[src/rtl/assert_macros.svh]
// Concurrent assertion helpers, sampled on clk and disabled while rst_n is low.
`ifndef ASSERT_MACROS_SVH
`define ASSERT_MACROS_SVH

`define ASSERT_ALWAYS(label, prop, msg) \
    label: assert property (@(posedge clk) disable iff (!rst_n) (prop)) else $error(msg);

`define ASSERT_SAME(label, ante, cons, msg) \
    label: assert property (@(posedge clk) disable iff (!rst_n) (ante) |-> (cons)) else $error(msg);

`define ASSERT_NEXT(label, ante, cons, msg) \
    label: assert property (@(posedge clk) disable iff (!rst_n) (ante) |=> (cons)) else $error(msg);

`endif

[src/rtl/epvt_pkg.sv]
package epvt_pkg;

    localparam int WIN_DEPTH = 5;

    localparam int COUNT_W   = 16;
    localparam int TIME_W    = 32;
    localparam int POS_W     = 32;
    localparam int REVS_W    = 48;
    localparam int VEL_W     = 52;
    localparam int GEAR_W    = 16;
    localparam int FRAC_REVS = 16;
    localparam int VEL_SHIFT = 32;

    localparam logic [GEAR_W-1:0] GEAR_RESET = GEAR_W'(70 * 32);

    localparam int DMAG_W = COUNT_W + $clog2(WIN_DEPTH);
    localparam int DSUM_W = DMAG_W + 1;
    localparam int TSUM_W = TIME_W + $clog2(WIN_DEPTH);
    localparam int DEN_W  = TSUM_W + GEAR_W;
    localparam int NUM_W  = DMAG_W + VEL_SHIFT;
    localparam int SAT_W  = (NUM_W > VEL_W + 1) ? NUM_W : VEL_W + 1;

    localparam int DIV_CNT_W = $clog2(NUM_W + 1);
    localparam int PH_W      = $clog2(((WIN_DEPTH > GEAR_W) ? WIN_DEPTH : GEAR_W) + 1);

    localparam logic [VEL_W-1:0] VEL_MAX = {1'b0, {(VEL_W-1){1'b1}}};
    localparam logic [VEL_W-1:0] VEL_MIN = {1'b1, {(VEL_W-1){1'b0}}};

endpackage

[src/rtl/epvt_div.sv]
module epvt_div (
    input  logic                        clk,
    input  logic                        rst_n,
    input  logic                        start,
    input  logic [epvt_pkg::NUM_W-1:0]  num,
    input  logic [epvt_pkg::DEN_W-1:0]  den,
    output logic                        busy,
    output logic [epvt_pkg::NUM_W-1:0]  quo
);
    import epvt_pkg::*;

    logic [NUM_W-1:0]     num_reg;
    logic [DEN_W-1:0]     rem_reg;
    logic [DEN_W-1:0]     den_reg;
    logic [DIV_CNT_W-1:0] cnt_reg;

    logic [DEN_W:0] trial;
    logic [DEN_W:0] diff;
    logic           ge;

    // restoring division, one quotient bit per cycle
    assign trial = {rem_reg, num_reg[NUM_W-1]};
    assign ge    = trial >= {1'b0, den_reg};
    assign diff  = trial - {1'b0, den_reg};

    always_ff @(posedge clk or negedge rst_n)
    begin
        if (!rst_n)
        begin
            cnt_reg <= '0;
        end
        else if (start)
        begin
            cnt_reg <= DIV_CNT_W'(NUM_W);
        end
        else if (busy)
        begin
            cnt_reg <= cnt_reg - DIV_CNT_W'(1);
        end
    end

    always_ff @(posedge clk)
    begin
        if (start)
        begin
            num_reg <= num;
            rem_reg <= '0;
            den_reg <= den;
        end
        else if (busy)
        begin
            num_reg <= {num_reg[NUM_W-2:0], ge};
            rem_reg <= ge ? diff[DEN_W-1:0] : trial[DEN_W-1:0];
        end
    end

    assign busy = cnt_reg != '0;
    assign quo  = num_reg;

endmodule

[src/rtl/encoder_position_velocity_tracker_unit.sv]
// channel  direction  handshake              payload
// req      in         req_valid / req_stall  req_type, counter_value, timestamp_us
// rsp      out        rsp_valid / rsp_stall  count_delta, position_counts,
//                                            position_revs_q16, velocity_q32
// cfg      in         cfg_valid / cfg_ready  gear_ratio
//
// One item at a time: after the req transfer come 5 window sum steps, 16 shift-add
// multiply steps and 51 quotient bits in the two lockstep dividers; the result is then
// handed off, and the next req transfer follows once the unit is back in S_IDLE.
// Reset: gear ratio 2240, counts, time, position and windows zero.
// req_stall is low whenever no item is in work, even while a result waits on rsp_stall.
// A result still held by rsp_stall keeps the next item in S_HOLD until it drains.
module encoder_position_velocity_tracker_unit (
    input  logic                                 clk,
    input  logic                                 rst_n,
    input  logic                                 req_valid,
    output logic                                 req_stall,
    input  logic                                 req_type,
    input  logic signed [epvt_pkg::COUNT_W-1:0]  counter_value,
    input  logic [epvt_pkg::TIME_W-1:0]          timestamp_us,
    output logic                                 rsp_valid,
    input  logic                                 rsp_stall,
    output logic signed [epvt_pkg::COUNT_W-1:0]  count_delta,
    output logic signed [epvt_pkg::POS_W-1:0]    position_counts,
    output logic signed [epvt_pkg::REVS_W-1:0]   position_revs_q16,
    output logic signed [epvt_pkg::VEL_W-1:0]    velocity_q32,
    input  logic                                 cfg_valid,
    output logic                                 cfg_ready,
    input  logic [epvt_pkg::GEAR_W-1:0]          gear_ratio
);
    import epvt_pkg::*;

    typedef enum logic [4:0] {
        S_IDLE = 5'b00001,
        S_SUM  = 5'b00010,
        S_MUL  = 5'b00100,
        S_DIV  = 5'b01000,
        S_HOLD = 5'b10000
    } state_t;

    state_t              state_reg, state_next;
    logic [PH_W-1:0]     ph_cnt_reg, ph_cnt_next;
    logic [GEAR_W-1:0]   gear_reg;
    logic [COUNT_W-1:0]  last_count_reg;
    logic [TIME_W-1:0]   last_time_reg;
    logic [POS_W-1:0]    pos_reg;
    logic [COUNT_W-1:0]  dwin_reg [WIN_DEPTH];
    logic [TIME_W-1:0]   twin_reg [WIN_DEPTH];
    logic [DSUM_W-1:0]   dsum_reg;
    logic [TSUM_W-1:0]   tsum_reg;
    logic [DEN_W-1:0]    prod_reg, prod_next;
    logic [GEAR_W-1:0]   gmul_reg;
    logic [COUNT_W-1:0]  delta_reg;
    logic                rsp_valid_reg, rsp_valid_next;
    logic [COUNT_W-1:0]  rsp_delta_reg;
    logic [POS_W-1:0]    rsp_pos_reg;
    logic [REVS_W-1:0]   rsp_revs_reg;
    logic [VEL_W-1:0]    rsp_vel_reg;

    logic                req_fire;
    logic                rsp_load;
    logic                div_start;
    logic [GEAR_W-1:0]   g_eff;
    logic [COUNT_W-1:0]  new_delta;
    logic [TIME_W-1:0]   new_dt;
    logic [POS_W:0]      pos_sum;
    logic                pos_ovf;
    logic [POS_W-1:0]    pos_upd;
    logic                pos_neg;
    logic [POS_W-1:0]    pos_mag;
    logic                dsum_neg;
    logic [DSUM_W-1:0]   dsum_abs;
    logic [NUM_W-1:0]    revs_num;
    logic [NUM_W-1:0]    vel_num;
    logic                div0_busy, div1_busy;
    logic [NUM_W-1:0]    revs_q, vel_q;
    logic [NUM_W-1:0]    revs_signed;
    logic [SAT_W-1:0]    vel_q_ext, vel_q_neg;
    logic [VEL_W-1:0]    vel_val;

    assign req_fire  = req_valid && !req_stall;
    assign req_stall = state_reg != S_IDLE;
    assign cfg_ready = 1'b1;
    assign g_eff     = (gear_reg == '0) ? GEAR_W'(1) : gear_reg;

    assign new_delta = COUNT_W'($unsigned(counter_value) - last_count_reg);
    assign new_dt    = timestamp_us - last_time_reg;
    assign pos_sum   = {pos_reg[POS_W-1], pos_reg}
                     + {{(POS_W+1-COUNT_W){new_delta[COUNT_W-1]}}, new_delta};
    assign pos_ovf   = pos_sum[POS_W] != pos_sum[POS_W-1];
    assign pos_upd   = pos_ovf ? {{(POS_W-COUNT_W){new_delta[COUNT_W-1]}}, new_delta}
                               : pos_sum[POS_W-1:0];

    always_ff @(posedge clk or negedge rst_n)
    begin
        if (!rst_n)
        begin
            gear_reg <= GEAR_RESET;
        end
        else if (cfg_valid && cfg_ready)
        begin
            gear_reg <= gear_ratio;
        end
    end

    // control
    always_comb
    begin
        state_next  = state_reg;
        ph_cnt_next = ph_cnt_reg;
        case (state_reg)
            S_IDLE:
            begin
                if (req_fire)
                begin
                    state_next  = S_SUM;
                    ph_cnt_next = PH_W'(WIN_DEPTH);
                end
            end
            S_SUM:
            begin
                ph_cnt_next = ph_cnt_reg - PH_W'(1);
                if (ph_cnt_reg == PH_W'(1))
                begin
                    state_next  = S_MUL;
                    ph_cnt_next = PH_W'(GEAR_W);
                end
            end
            S_MUL:
            begin
                ph_cnt_next = ph_cnt_reg - PH_W'(1);
                if (ph_cnt_reg == PH_W'(1))
                begin
                    state_next = S_DIV;
                end
            end
            S_DIV:
            begin
                if (!div0_busy && !div1_busy)
                begin
                    state_next = S_HOLD;
                end
            end
            S_HOLD:
            begin
                if (rsp_load)
                begin
                    state_next = S_IDLE;
                end
            end
            default:
            begin
                state_next = S_IDLE;
            end
        endcase
    end

    assign div_start = (state_reg == S_MUL) && (ph_cnt_reg == PH_W'(1));
    assign rsp_load  = (state_reg == S_HOLD) && (!rsp_valid_reg || !rsp_stall);

    always_comb
    begin
        rsp_valid_next = rsp_valid_reg;
        if (rsp_load)
        begin
            rsp_valid_next = 1'b1;
        end
        else if (!rsp_stall)
        begin
            rsp_valid_next = 1'b0;
        end
    end

    always_ff @(posedge clk or negedge rst_n)
    begin
        if (!rst_n)
        begin
            state_reg     <= S_IDLE;
            ph_cnt_reg    <= '0;
            rsp_valid_reg <= 1'b0;
        end
        else
        begin
            state_reg     <= state_next;
            ph_cnt_reg    <= ph_cnt_next;
            rsp_valid_reg <= rsp_valid_next;
        end
    end

    // tracking state
    always_ff @(posedge clk or negedge rst_n)
    begin
        if (!rst_n)
        begin
            last_count_reg <= '0;
            last_time_reg  <= '0;
            pos_reg        <= '0;
            for (int i = 0; i < WIN_DEPTH; i++)
            begin
                dwin_reg[i] <= '0;
                twin_reg[i] <= '0;
            end
        end
        else if (req_fire)
        begin
            if (req_type)
            begin
                pos_reg <= '0;
            end
            else
            begin
                last_count_reg <= $unsigned(counter_value);
                last_time_reg  <= timestamp_us;
                pos_reg        <= pos_upd;
                for (int i = 0; i < WIN_DEPTH - 1; i++)
                begin
                    dwin_reg[i] <= dwin_reg[i+1];
                    twin_reg[i] <= twin_reg[i+1];
                end
                dwin_reg[WIN_DEPTH-1] <= new_delta;
                twin_reg[WIN_DEPTH-1] <= new_dt;
            end
        end
        else if (state_reg == S_SUM)
        begin
            // full rotation over the sum phase leaves the order unchanged
            for (int i = 0; i < WIN_DEPTH - 1; i++)
            begin
                dwin_reg[i] <= dwin_reg[i+1];
                twin_reg[i] <= twin_reg[i+1];
            end
            dwin_reg[WIN_DEPTH-1] <= dwin_reg[0];
            twin_reg[WIN_DEPTH-1] <= twin_reg[0];
        end
    end

    // window sums and time sum times gear ratio, MSB-first shift-add
    assign prod_next = {prod_reg[DEN_W-2:0], 1'b0}
                     + (gmul_reg[GEAR_W-1] ? DEN_W'(tsum_reg) : DEN_W'(0));

    always_ff @(posedge clk)
    begin
        if (req_fire)
        begin
            delta_reg <= req_type ? COUNT_W'(0) : new_delta;
            dsum_reg  <= '0;
            tsum_reg  <= '0;
        end
        else if (state_reg == S_SUM)
        begin
            dsum_reg <= dsum_reg + {{(DSUM_W-COUNT_W){dwin_reg[0][COUNT_W-1]}}, dwin_reg[0]};
            tsum_reg <= tsum_reg + TSUM_W'(twin_reg[0]);
            if (ph_cnt_reg == PH_W'(1))
            begin
                gmul_reg <= g_eff;
                prod_reg <= '0;
            end
        end
        else if (state_reg == S_MUL)
        begin
            gmul_reg <= {gmul_reg[GEAR_W-2:0], 1'b0};
            prod_reg <= prod_next;
        end
    end

    // divider operands
    assign pos_neg  = pos_reg[POS_W-1];
    assign pos_mag  = pos_neg ? (POS_W'(0) - pos_reg) : pos_reg;
    assign revs_num = NUM_W'({pos_mag, {FRAC_REVS{1'b0}}});
    assign dsum_neg = dsum_reg[DSUM_W-1];
    assign dsum_abs = dsum_neg ? (DSUM_W'(0) - dsum_reg) : dsum_reg;
    assign vel_num  = {dsum_abs[DMAG_W-1:0], {VEL_SHIFT{1'b0}}};

    epvt_div u_div_revs (
        .clk   (clk),
        .rst_n (rst_n),
        .start (div_start),
        .num   (revs_num),
        .den   (DEN_W'(g_eff)),
        .busy  (div0_busy),
        .quo   (revs_q)
    );

    epvt_div u_div_vel (
        .clk   (clk),
        .rst_n (rst_n),
        .start (div_start),
        .num   (vel_num),
        .den   (prod_next),
        .busy  (div1_busy),
        .quo   (vel_q)
    );

    // sign and saturation
    assign revs_signed = pos_neg ? (NUM_W'(0) - revs_q) : revs_q;
    assign vel_q_ext   = SAT_W'(vel_q);
    assign vel_q_neg   = SAT_W'(0) - vel_q_ext;

    always_comb
    begin
        if (tsum_reg == '0)
        begin
            vel_val = '0;
        end
        else if (dsum_neg)
        begin
            vel_val = (vel_q_ext > SAT_W'(VEL_MIN)) ? VEL_MIN : vel_q_neg[VEL_W-1:0];
        end
        else
        begin
            vel_val = (vel_q_ext > SAT_W'(VEL_MAX)) ? VEL_MAX : vel_q_ext[VEL_W-1:0];
        end
    end

    always_ff @(posedge clk)
    begin
        if (rsp_load)
        begin
            rsp_delta_reg <= delta_reg;
            rsp_pos_reg   <= pos_reg;
            rsp_revs_reg  <= revs_signed[REVS_W-1:0];
            rsp_vel_reg   <= vel_val;
        end
    end

    assign rsp_valid         = rsp_valid_reg;
    assign count_delta       = $signed(rsp_delta_reg);
    assign position_counts   = $signed(rsp_pos_reg);
    assign position_revs_q16 = $signed(rsp_revs_reg);
    assign velocity_q32      = $signed(rsp_vel_reg);

`include "assert_macros.svh"

    `ASSERT_NEXT(a_accept_blocks, req_valid && !req_stall, req_stall, "req transfer not blocking")
    `ASSERT_ALWAYS(a_div_lockstep, div0_busy == div1_busy, "dividers out of step")
    `ASSERT_SAME(a_rsp_from_hold, $rose(rsp_valid), $past(state_reg == S_HOLD), "rsp without hold")
    `ASSERT_NEXT(a_zero_clears, req_valid && !req_stall && req_type, pos_reg == '0, "zero failed")

endmodule

[config.mk]
export PLATFORM = sky130hd
export DESIGN_NAME = encoder_position_velocity_tracker_unit
export DESIGN_NICKNAME = d
export VERILOG_FILES = /design/src/rtl/epvt_pkg.sv /design/src/rtl/epvt_div.sv /design/src/rtl/encoder_position_velocity_tracker_unit.sv
export VERILOG_INCLUDE_DIRS = /design/src /design/src/rtl
export SDC_FILE = /design/constraint.sdc
export NUM_CORES = 2
export LEC_CHECK = 0
export BUFFER_PORTS_ARGS = -buffer_cell sky130_fd_sc_hd__buf_2
export CORE_MARGIN = 5
export CORE_UTILIZATION = 60
export CTS_BUF_LIST = sky130_fd_sc_hd__clkbuf_4 sky130_fd_sc_hd__clkbuf_8
export DETAILED_ROUTE_END_ITERATION = 7
export PLACE_DENSITY = 0.84
export SLEW_MARGIN = 5
export SYNTH_ARGS = -nofsm -noshare
export SYNTH_HDL_FRONTEND = slang
export SYNTH_SLANG_ARGS = --single-unit
export TNS_END_PERCENT = 1
[constraint.sdc]
create_clock -name clk -period 16.3 [get_ports clk]
set_clock_uncertainty 0.15 [all_clocks]
set_input_delay 4.075 -clock clk [delete_from_list [all_inputs] [get_ports clk]]
set_output_delay 4.075 -clock clk [all_outputs]
set_load 0.005 [all_outputs]
==> Yosys cells after proc, flatten, opt, wreduce, memory -nomap -nowiden <==
Index checks and enable logic that the tools add are counted.
W data, S select, Z words.
{ "classes": {"muxes": 43, "bitwise_logic": 2, "n_reduce_logical": 24, "n_lt_le_gt_ge": 4, "n_addsub": 15, "n_eq_ne": 15} }
{ "ops": {"columns": ["op", "count"], "rows": [
  ["$mux W160", 3],
  ["$mux W51", 5],
  ["$mux W80", 3],
  ["$mux W50", 3],
  ["$mux W48", 3],
  ["$mux W52", 2],
  ["$mux W32", 3],
  ["$mux W16", 4],
  ["$ge A52 B16 Y1", 1],
  ["$ge A52 B51 Y1", 1],
  ["$gt A51 B52 Y1 const B", 1],
  ["$sub A1 B51 Y52 const A", 1],
  ["$add A51 B35 Y51", 1],
  ["$gt A51 B51 Y1 const B", 1],
  ["$sub A51 B16 Y51", 1],
  ["$sub A51 B51 Y51", 1],
  ["$sub A1 B48 Y48 const A", 1],
  ["$add A35 B32 Y35", 1],
  ["$logic_not A35 Y1", 1],
  ["$mux W35", 1],
  ["$mux W5", 7],
  ["$add A32 B16 Y33", 1],
  ["$sub A1 B32 Y32 const A", 1],
  ["$sub A32 B32 Y32", 1],
  ["30 further kinds", 55]
]} }
{ "totals": {"elab_cells": 139, "ff_bits": 915} }

==> Logic depth before layout (Yosys ltp) <==
{ "depth": {"ltp_word": 5, "ltp_mapped": 25, "depth_no_buf": 23} }

==> Cells and area by module <==
Synthesis repeated with hierarchy kept, for this count alone.
{ "unflattened": {"cells_unflattened": 5757, "hier_area_um2": 54185.7} }
{ "modules_own_cells": {"columns": ["mod", "seq_area_each_um2", "cells_per_inst", "area_each_um2", "n_inst"], "rows": [
  ["encoder_position_velocity_tracker_unit", 16696.0, 3765, 34992.3, 1],
  ["epvt_div", 4234.1, 996, 9596.7, 2]
]} }

==> Worst setup path after synthesis <==
No wires, ideal clock.
{ "synth_timing": {"path_kind": "input port to flip-flop", "start": "in rsp_stall", "end": "reg rsp_delta_reg[0] (netlist: count_delta[0]), enable pin", "arrival_ns": 11.211, "required_time_ns": 15.446, "slack_ns": 4.235, "path_stages": 1, "cell_sequence": "a21oi_1"} }
{ "synth_between": {"elab_chain_len": 3} }
{ "synth_lines": {"columns": ["item", "line", "rtl"], "rows": [
  ["start, declared", "encoder_position_velocity_tracker_unit.sv:22", "input logic rsp_stall,"],
  ["$logic_not A1 Y1", null, null],
  ["$logic_or A1 B1 Y1", "encoder_position_velocity_tracker_unit.sv:159", "assign rsp_load = (state_reg == S_HOLD) && (!rsp_valid_reg || !rsp_stall);"],
  ["$logic_and A1 B1 Y1", "encoder_position_velocity_tracker_unit.sv:159", null],
  ["end signal, assigned", "encoder_position_velocity_tracker_unit.sv:319", "rsp_delta_reg <= delta_reg;"],
  ["end, declared", "encoder_position_velocity_tracker_unit.sv:55", "logic [COUNT_W-1:0] rsp_delta_reg;"]
]} }
Every way passes these cells.
A chain may end at the register's enable or synchronous reset.

==> Final worst setup path <==
{ "layout_timing": {"start": "in counter_value[0] (netlist name)", "end": "reg pos_reg[30]"} }
{ "layout_between": {"elab_chain_len": 5} }
{ "layout_lines": {"columns": ["item", "line", "rtl"], "rows": [
  ["start, declared", "encoder_position_velocity_tracker_unit.sv:19", "input logic signed [epvt_pkg::COUNT_W-1:0] counter_value,"],
  ["$sub A16 B16 Y16 *", "encoder_position_velocity_tracker_unit.sv:86", "assign new_delta = COUNT_W'($unsigned(counter_value) - last_count_reg);"],
  ["net new_delta[14]", "encoder_position_velocity_tracker_unit.sv:64", "logic [COUNT_W-1:0] new_delta;"],
  ["$add A32 B16 Y33 *", "encoder_position_velocity_tracker_unit.sv:89", "+ {{(POS_W+1-COUNT_W){new_delta[COUNT_W-1]}}, new_delta};"],
  ["$ne A1 B1 Y1", "encoder_position_velocity_tracker_unit.sv:90", "assign pos_ovf = pos_sum[POS_W] != pos_sum[POS_W-1];"],
  ["$mux W32 *", "encoder_position_velocity_tracker_unit.sv:91", "assign pos_upd = pos_ovf ? {{(POS_W-COUNT_W){new_delta[COUNT_W-1]}}, new_delta}"],
  ["$mux W32 *", "encoder_position_velocity_tracker_unit.sv:206", "if (req_type)"],
  ["end signal, assigned", "encoder_position_velocity_tracker_unit.sv:214", "pos_reg <= pos_upd;"],
  ["end, declared", "encoder_position_velocity_tracker_unit.sv:46", "logic [POS_W-1:0] pos_reg;"]
]} }
The timed path passes the listed nets; every way through them passes the cells marked *.

==> results.json <==
{
  "outcome": "complete, no violations",
  "setup_viol": 0,
  "grt_pass1_wl_mm": 192,
  "overflow": 0,
  "port_buffers": 219,
  "die_area_um2": 88900,
  "holdPathStages": 0,
  "ios": 221,
  "timing.setup.tns_ps": 0,
  "final_cells": 6768,
  "min_period_ps": 9910,
  "hold_viol": 0,
  "die_y_um": 298,
  "row_count": 105,
  "routed_via_density": 5.87,
  "ys_ff_latch": 915,
  "cts-resized-gates": 0,
  "max_freq_mhz": 101,
  "worst_slew_pin_slew_ps": 1210,
  "start_util": 0.606,
  "cp.required_ps": 16890,
  "antenna_left": 0,
  "fin_crit_sh": 0.608,
  "synth_enable_flop_cells": 348,
  "yosysUniqueCellTypes": 84,
  "peakVddDrop_mv": 0.135,
  "antenna_found_initial": 2,
  "wl_mm": 118,
  "synth_area_um2": 49800,
  "holdWs_ps": 268,
  "worstSetupStartpoint": "counter_value[0]",
  "clock_path_buffers": 3,
  "first_iter_violations": 3204,
  "clk_pin_slew_ps": 70,
  "worst_setup_path_end_kind": "flip-flop",
  "relSlewSlack": 0.196,
  "rsz0062_at_grt": "no",
  "dp_hpwl_mm": 80.8,
  "cap_violations": 0,
  "worst_skew_pair.late_latency_ps": 830,
  "r2r_start": "last_count_reg[0]",
  "largest_register_ffs": 160,
  "synthFlopType": "dfrtp_1",
  "cts_buffers": 153,
  "place_congestion": 0.898,
  "syn_avg_cell_area_um2": 9.18,
  "syn_nets": 5755,
  "final_layout_size_suffix_gt1_frac": 0.106,
  "dr.pass1.iters": 6,
  "yosysSeqAreaShare": 0.474,
  "grt_max_degree": 176,
  "core_um2": 82200,
  "cts_num_sinks": 915,
  "async_flop_share": 0.392,
  "arrival_ps": 10490,
  "total_leakage_power_nw": 24.4,
  "fillers": 6421,
  "grt_pass1_vias": 38046,
  "drv_slew": 0,
  "reg2regPathDepth": 22,
  "cts_tree": "built",
  "cp-start-kind": "primary input",
  "post-cts-setup-buffers": 0,
  "route.vias.total": 39717,
  "die_w_um": 298,
  "dp.cells": 6486,
  "htreeDepth": 4,
  "cts_hold_buffers": 0,
  "hold_class": "reg -> reg",
  "powerDensity_nw_per_um2": 204,
  "syn-instance-count": 5432,
  "setup_ws_ps": 6390,
  "crit_fanout": 17,
  "track_usage": 0.257,
  "hp-start": "delta_reg[5]",
  "areaGrowthSynthToFinish_pct": 10.0,
  "layout.nets": 5894,
  "wl_per_cell_um": 17.4,
  "place_ws_ps": 5630,
  "crit_type": "in -> reg",
  "yosys_warnings": 0,
  "post-route-drc-count": 0,
  "cts-root-buf": "clkbuf_8"
}
-- worst paths after layout --
check	slack [ps]	to
max	6390	pos_reg[30]
min reg2reg	270	count_delta[5]
min	270	count_delta[5]
min in group asynchronous	3150	last_count_reg[14]
max reg2reg	9430	pos_reg[30]
max in group asynchronous	10430	twin_reg[79]
-- placed cells by master (no fill, tap or decap), types with 23 or more instances in the layout --
cell type / netlist / routed
a211oi_1: 55 / 55
a21o_1: 112 / 112
a21oi_1: 350 / 349
a22oi_1: 30 / 30
a31oi_1: 31 / 31
and2_1: 92 / 91
and3_1: 31 / 31
buf_2: 2 / 218
buf_4: 1 / 36
clkbuf_4: 0 / 57
clkbuf_8: 0 / 173
dfrtp_1: 355 / 354
dfxtp_1: 208 / 207
edfxtp_1: 348 / 348
ha_1: 245 / 245
inv_1: 217 / 217
mux2i_1: 51 / 51
nand2_1: 1113 / 1109
nand2b_1: 50 / 48
nand3_1: 143 / 143
nand4_1: 62 / 62
nor2_1: 258 / 255
nor2b_1: 39 / 39
nor3_1: 70 / 69
nor4_1: 37 / 37
o211ai_1: 40 / 40
o21a_1: 28 / 28
o21ai_0: 412 / 412
o21bai_1: 29 / 29
o31ai_1: 50 / 50
o41ai_1: 24 / 24
or2_2: 23 / 23
or3_1: 39 / 39
or4_1: 30 / 30
xnor2_1: 180 / 180
xor2_1: 195 / 194
-- cell usage after synthesis (all sizes together), types with 8 or more instances --
cell / number / area [µm²]
nand2: 1113 / 4180
o21ai: 414 / 2070
dfrtp: 355 / 8880
a21oi: 350 / 1750
edfxtp: 348 / 10500
nor2: 258 / 968
ha: 245 / 3070
clkbuf: 243 / 912
inv: 218 / 818
dfxtp: 208 / 4160
xor2: 195 / 1710
xnor2: 180 / 1580
nand3: 143 / 716
a21o: 112 / 841
and2: 92 / 576
nor3: 70 / 350
nand4: 62 / 388
a211oi: 55 / 413
mux2i: 51 / 510
o31ai: 51 / 388
nand2b: 50 / 313
or3: 41 / 267
o211ai: 40 / 300
nor2b: 39 / 244
nor4: 38 / 244
or4: 33 / 259
a31oi: 31 / 194
and3: 31 / 194
a22oi: 30 / 225
buf: 29 / 123
o21bai: 29 / 218
o21a: 28 / 210
o41ai: 25 / 226
or2: 24 / 150
mux2: 20 / 225
nand3b: 16 / 120
a21boi: 14 / 105
o22ai: 12 / 75.1
a211o: 10 / 87.6
o311ai: 10 / 87.6
a221o: 9 / 90.1
nor3b: 9 / 67.6
fa: 8 / 160
-- metrics by stage --
stage               cell area [µm²]   util  power (mW)
CTS                           54800  0.667        11.2
detailed placement            51600  0.628        9.01
floorplan                     49800      -        7.77
global placement              51600  0.628        8.79
finish                        54800  0.667        11.2
global route                  54800  0.667        12.1
-- report_power, final --
part	switching (mW)	internal (mW)	leakage [nW]
Sequential	0.685	3.28	9.66
Clock	0.942	1.17	1.69
Combinational	3.05	2.06	13.1
-- worst max-delay path, stage by stage --
cell,delay [ps]
buf_2,110
inv_1,70
ha_1,210
fa_1,400
nor2b_1,120
o21ai_0,100
a21oi_1,310
o211ai_1,190
a31oi_1,270
a21o_1,170
a21oi_1,70
xnor2_1,320
ha_1,370
a21oi_1,290
nand2_1,100
a311o_1,270
a21oi_1,180
o31ai_1,170
a221oi_1,520
o21ai_0,420
xor2_2,740
buf_4,340
nand2_1,350
o211ai_1,320
-- logic make-up after synthesis --
kind of cell | share of synthesized area
xor+xnor | 0.0659
other cells | 0.0000752
simple gates | 0.185
flops | 0.474
compound gates | 0.159
fa+ha+maj | 0.0647
buf+inv | 0.0373
mux | 0.0148
-- cell type report --
type / instances / area [µm²] / share of cell area
repair buffers: 256 / 1400 / 0.0255
multi-input cells: 4026 / 24500 / 0.446
well taps: 1070 / 1340 / 0.0244
clock inverters: 50 / 388 / 0.00707
inverters: 219 / 827 / 0.0151
clock buffers: 230 / 2810 / 0.0512
diodes: 2 / 5.00 / 0.0000912
flip-flops and latches: 915 / 23600 / 0.430
-- routing by layer --
| layer | vias to the layer above | track usage | routed length, µm |
|---|---|---|---|
| met5 | - | 0 | 15 |
| met4 | 2 | 0.0947 | 3740 |
| met3 | 243 | 0.0467 | 7310 |
| met2 | 1252 | 0.413 | 54400 |
| met1 | 18813 | 0.353 | 52100 |
| li1 | 19407 | - | - |
(Power assumes the default switching activity.)
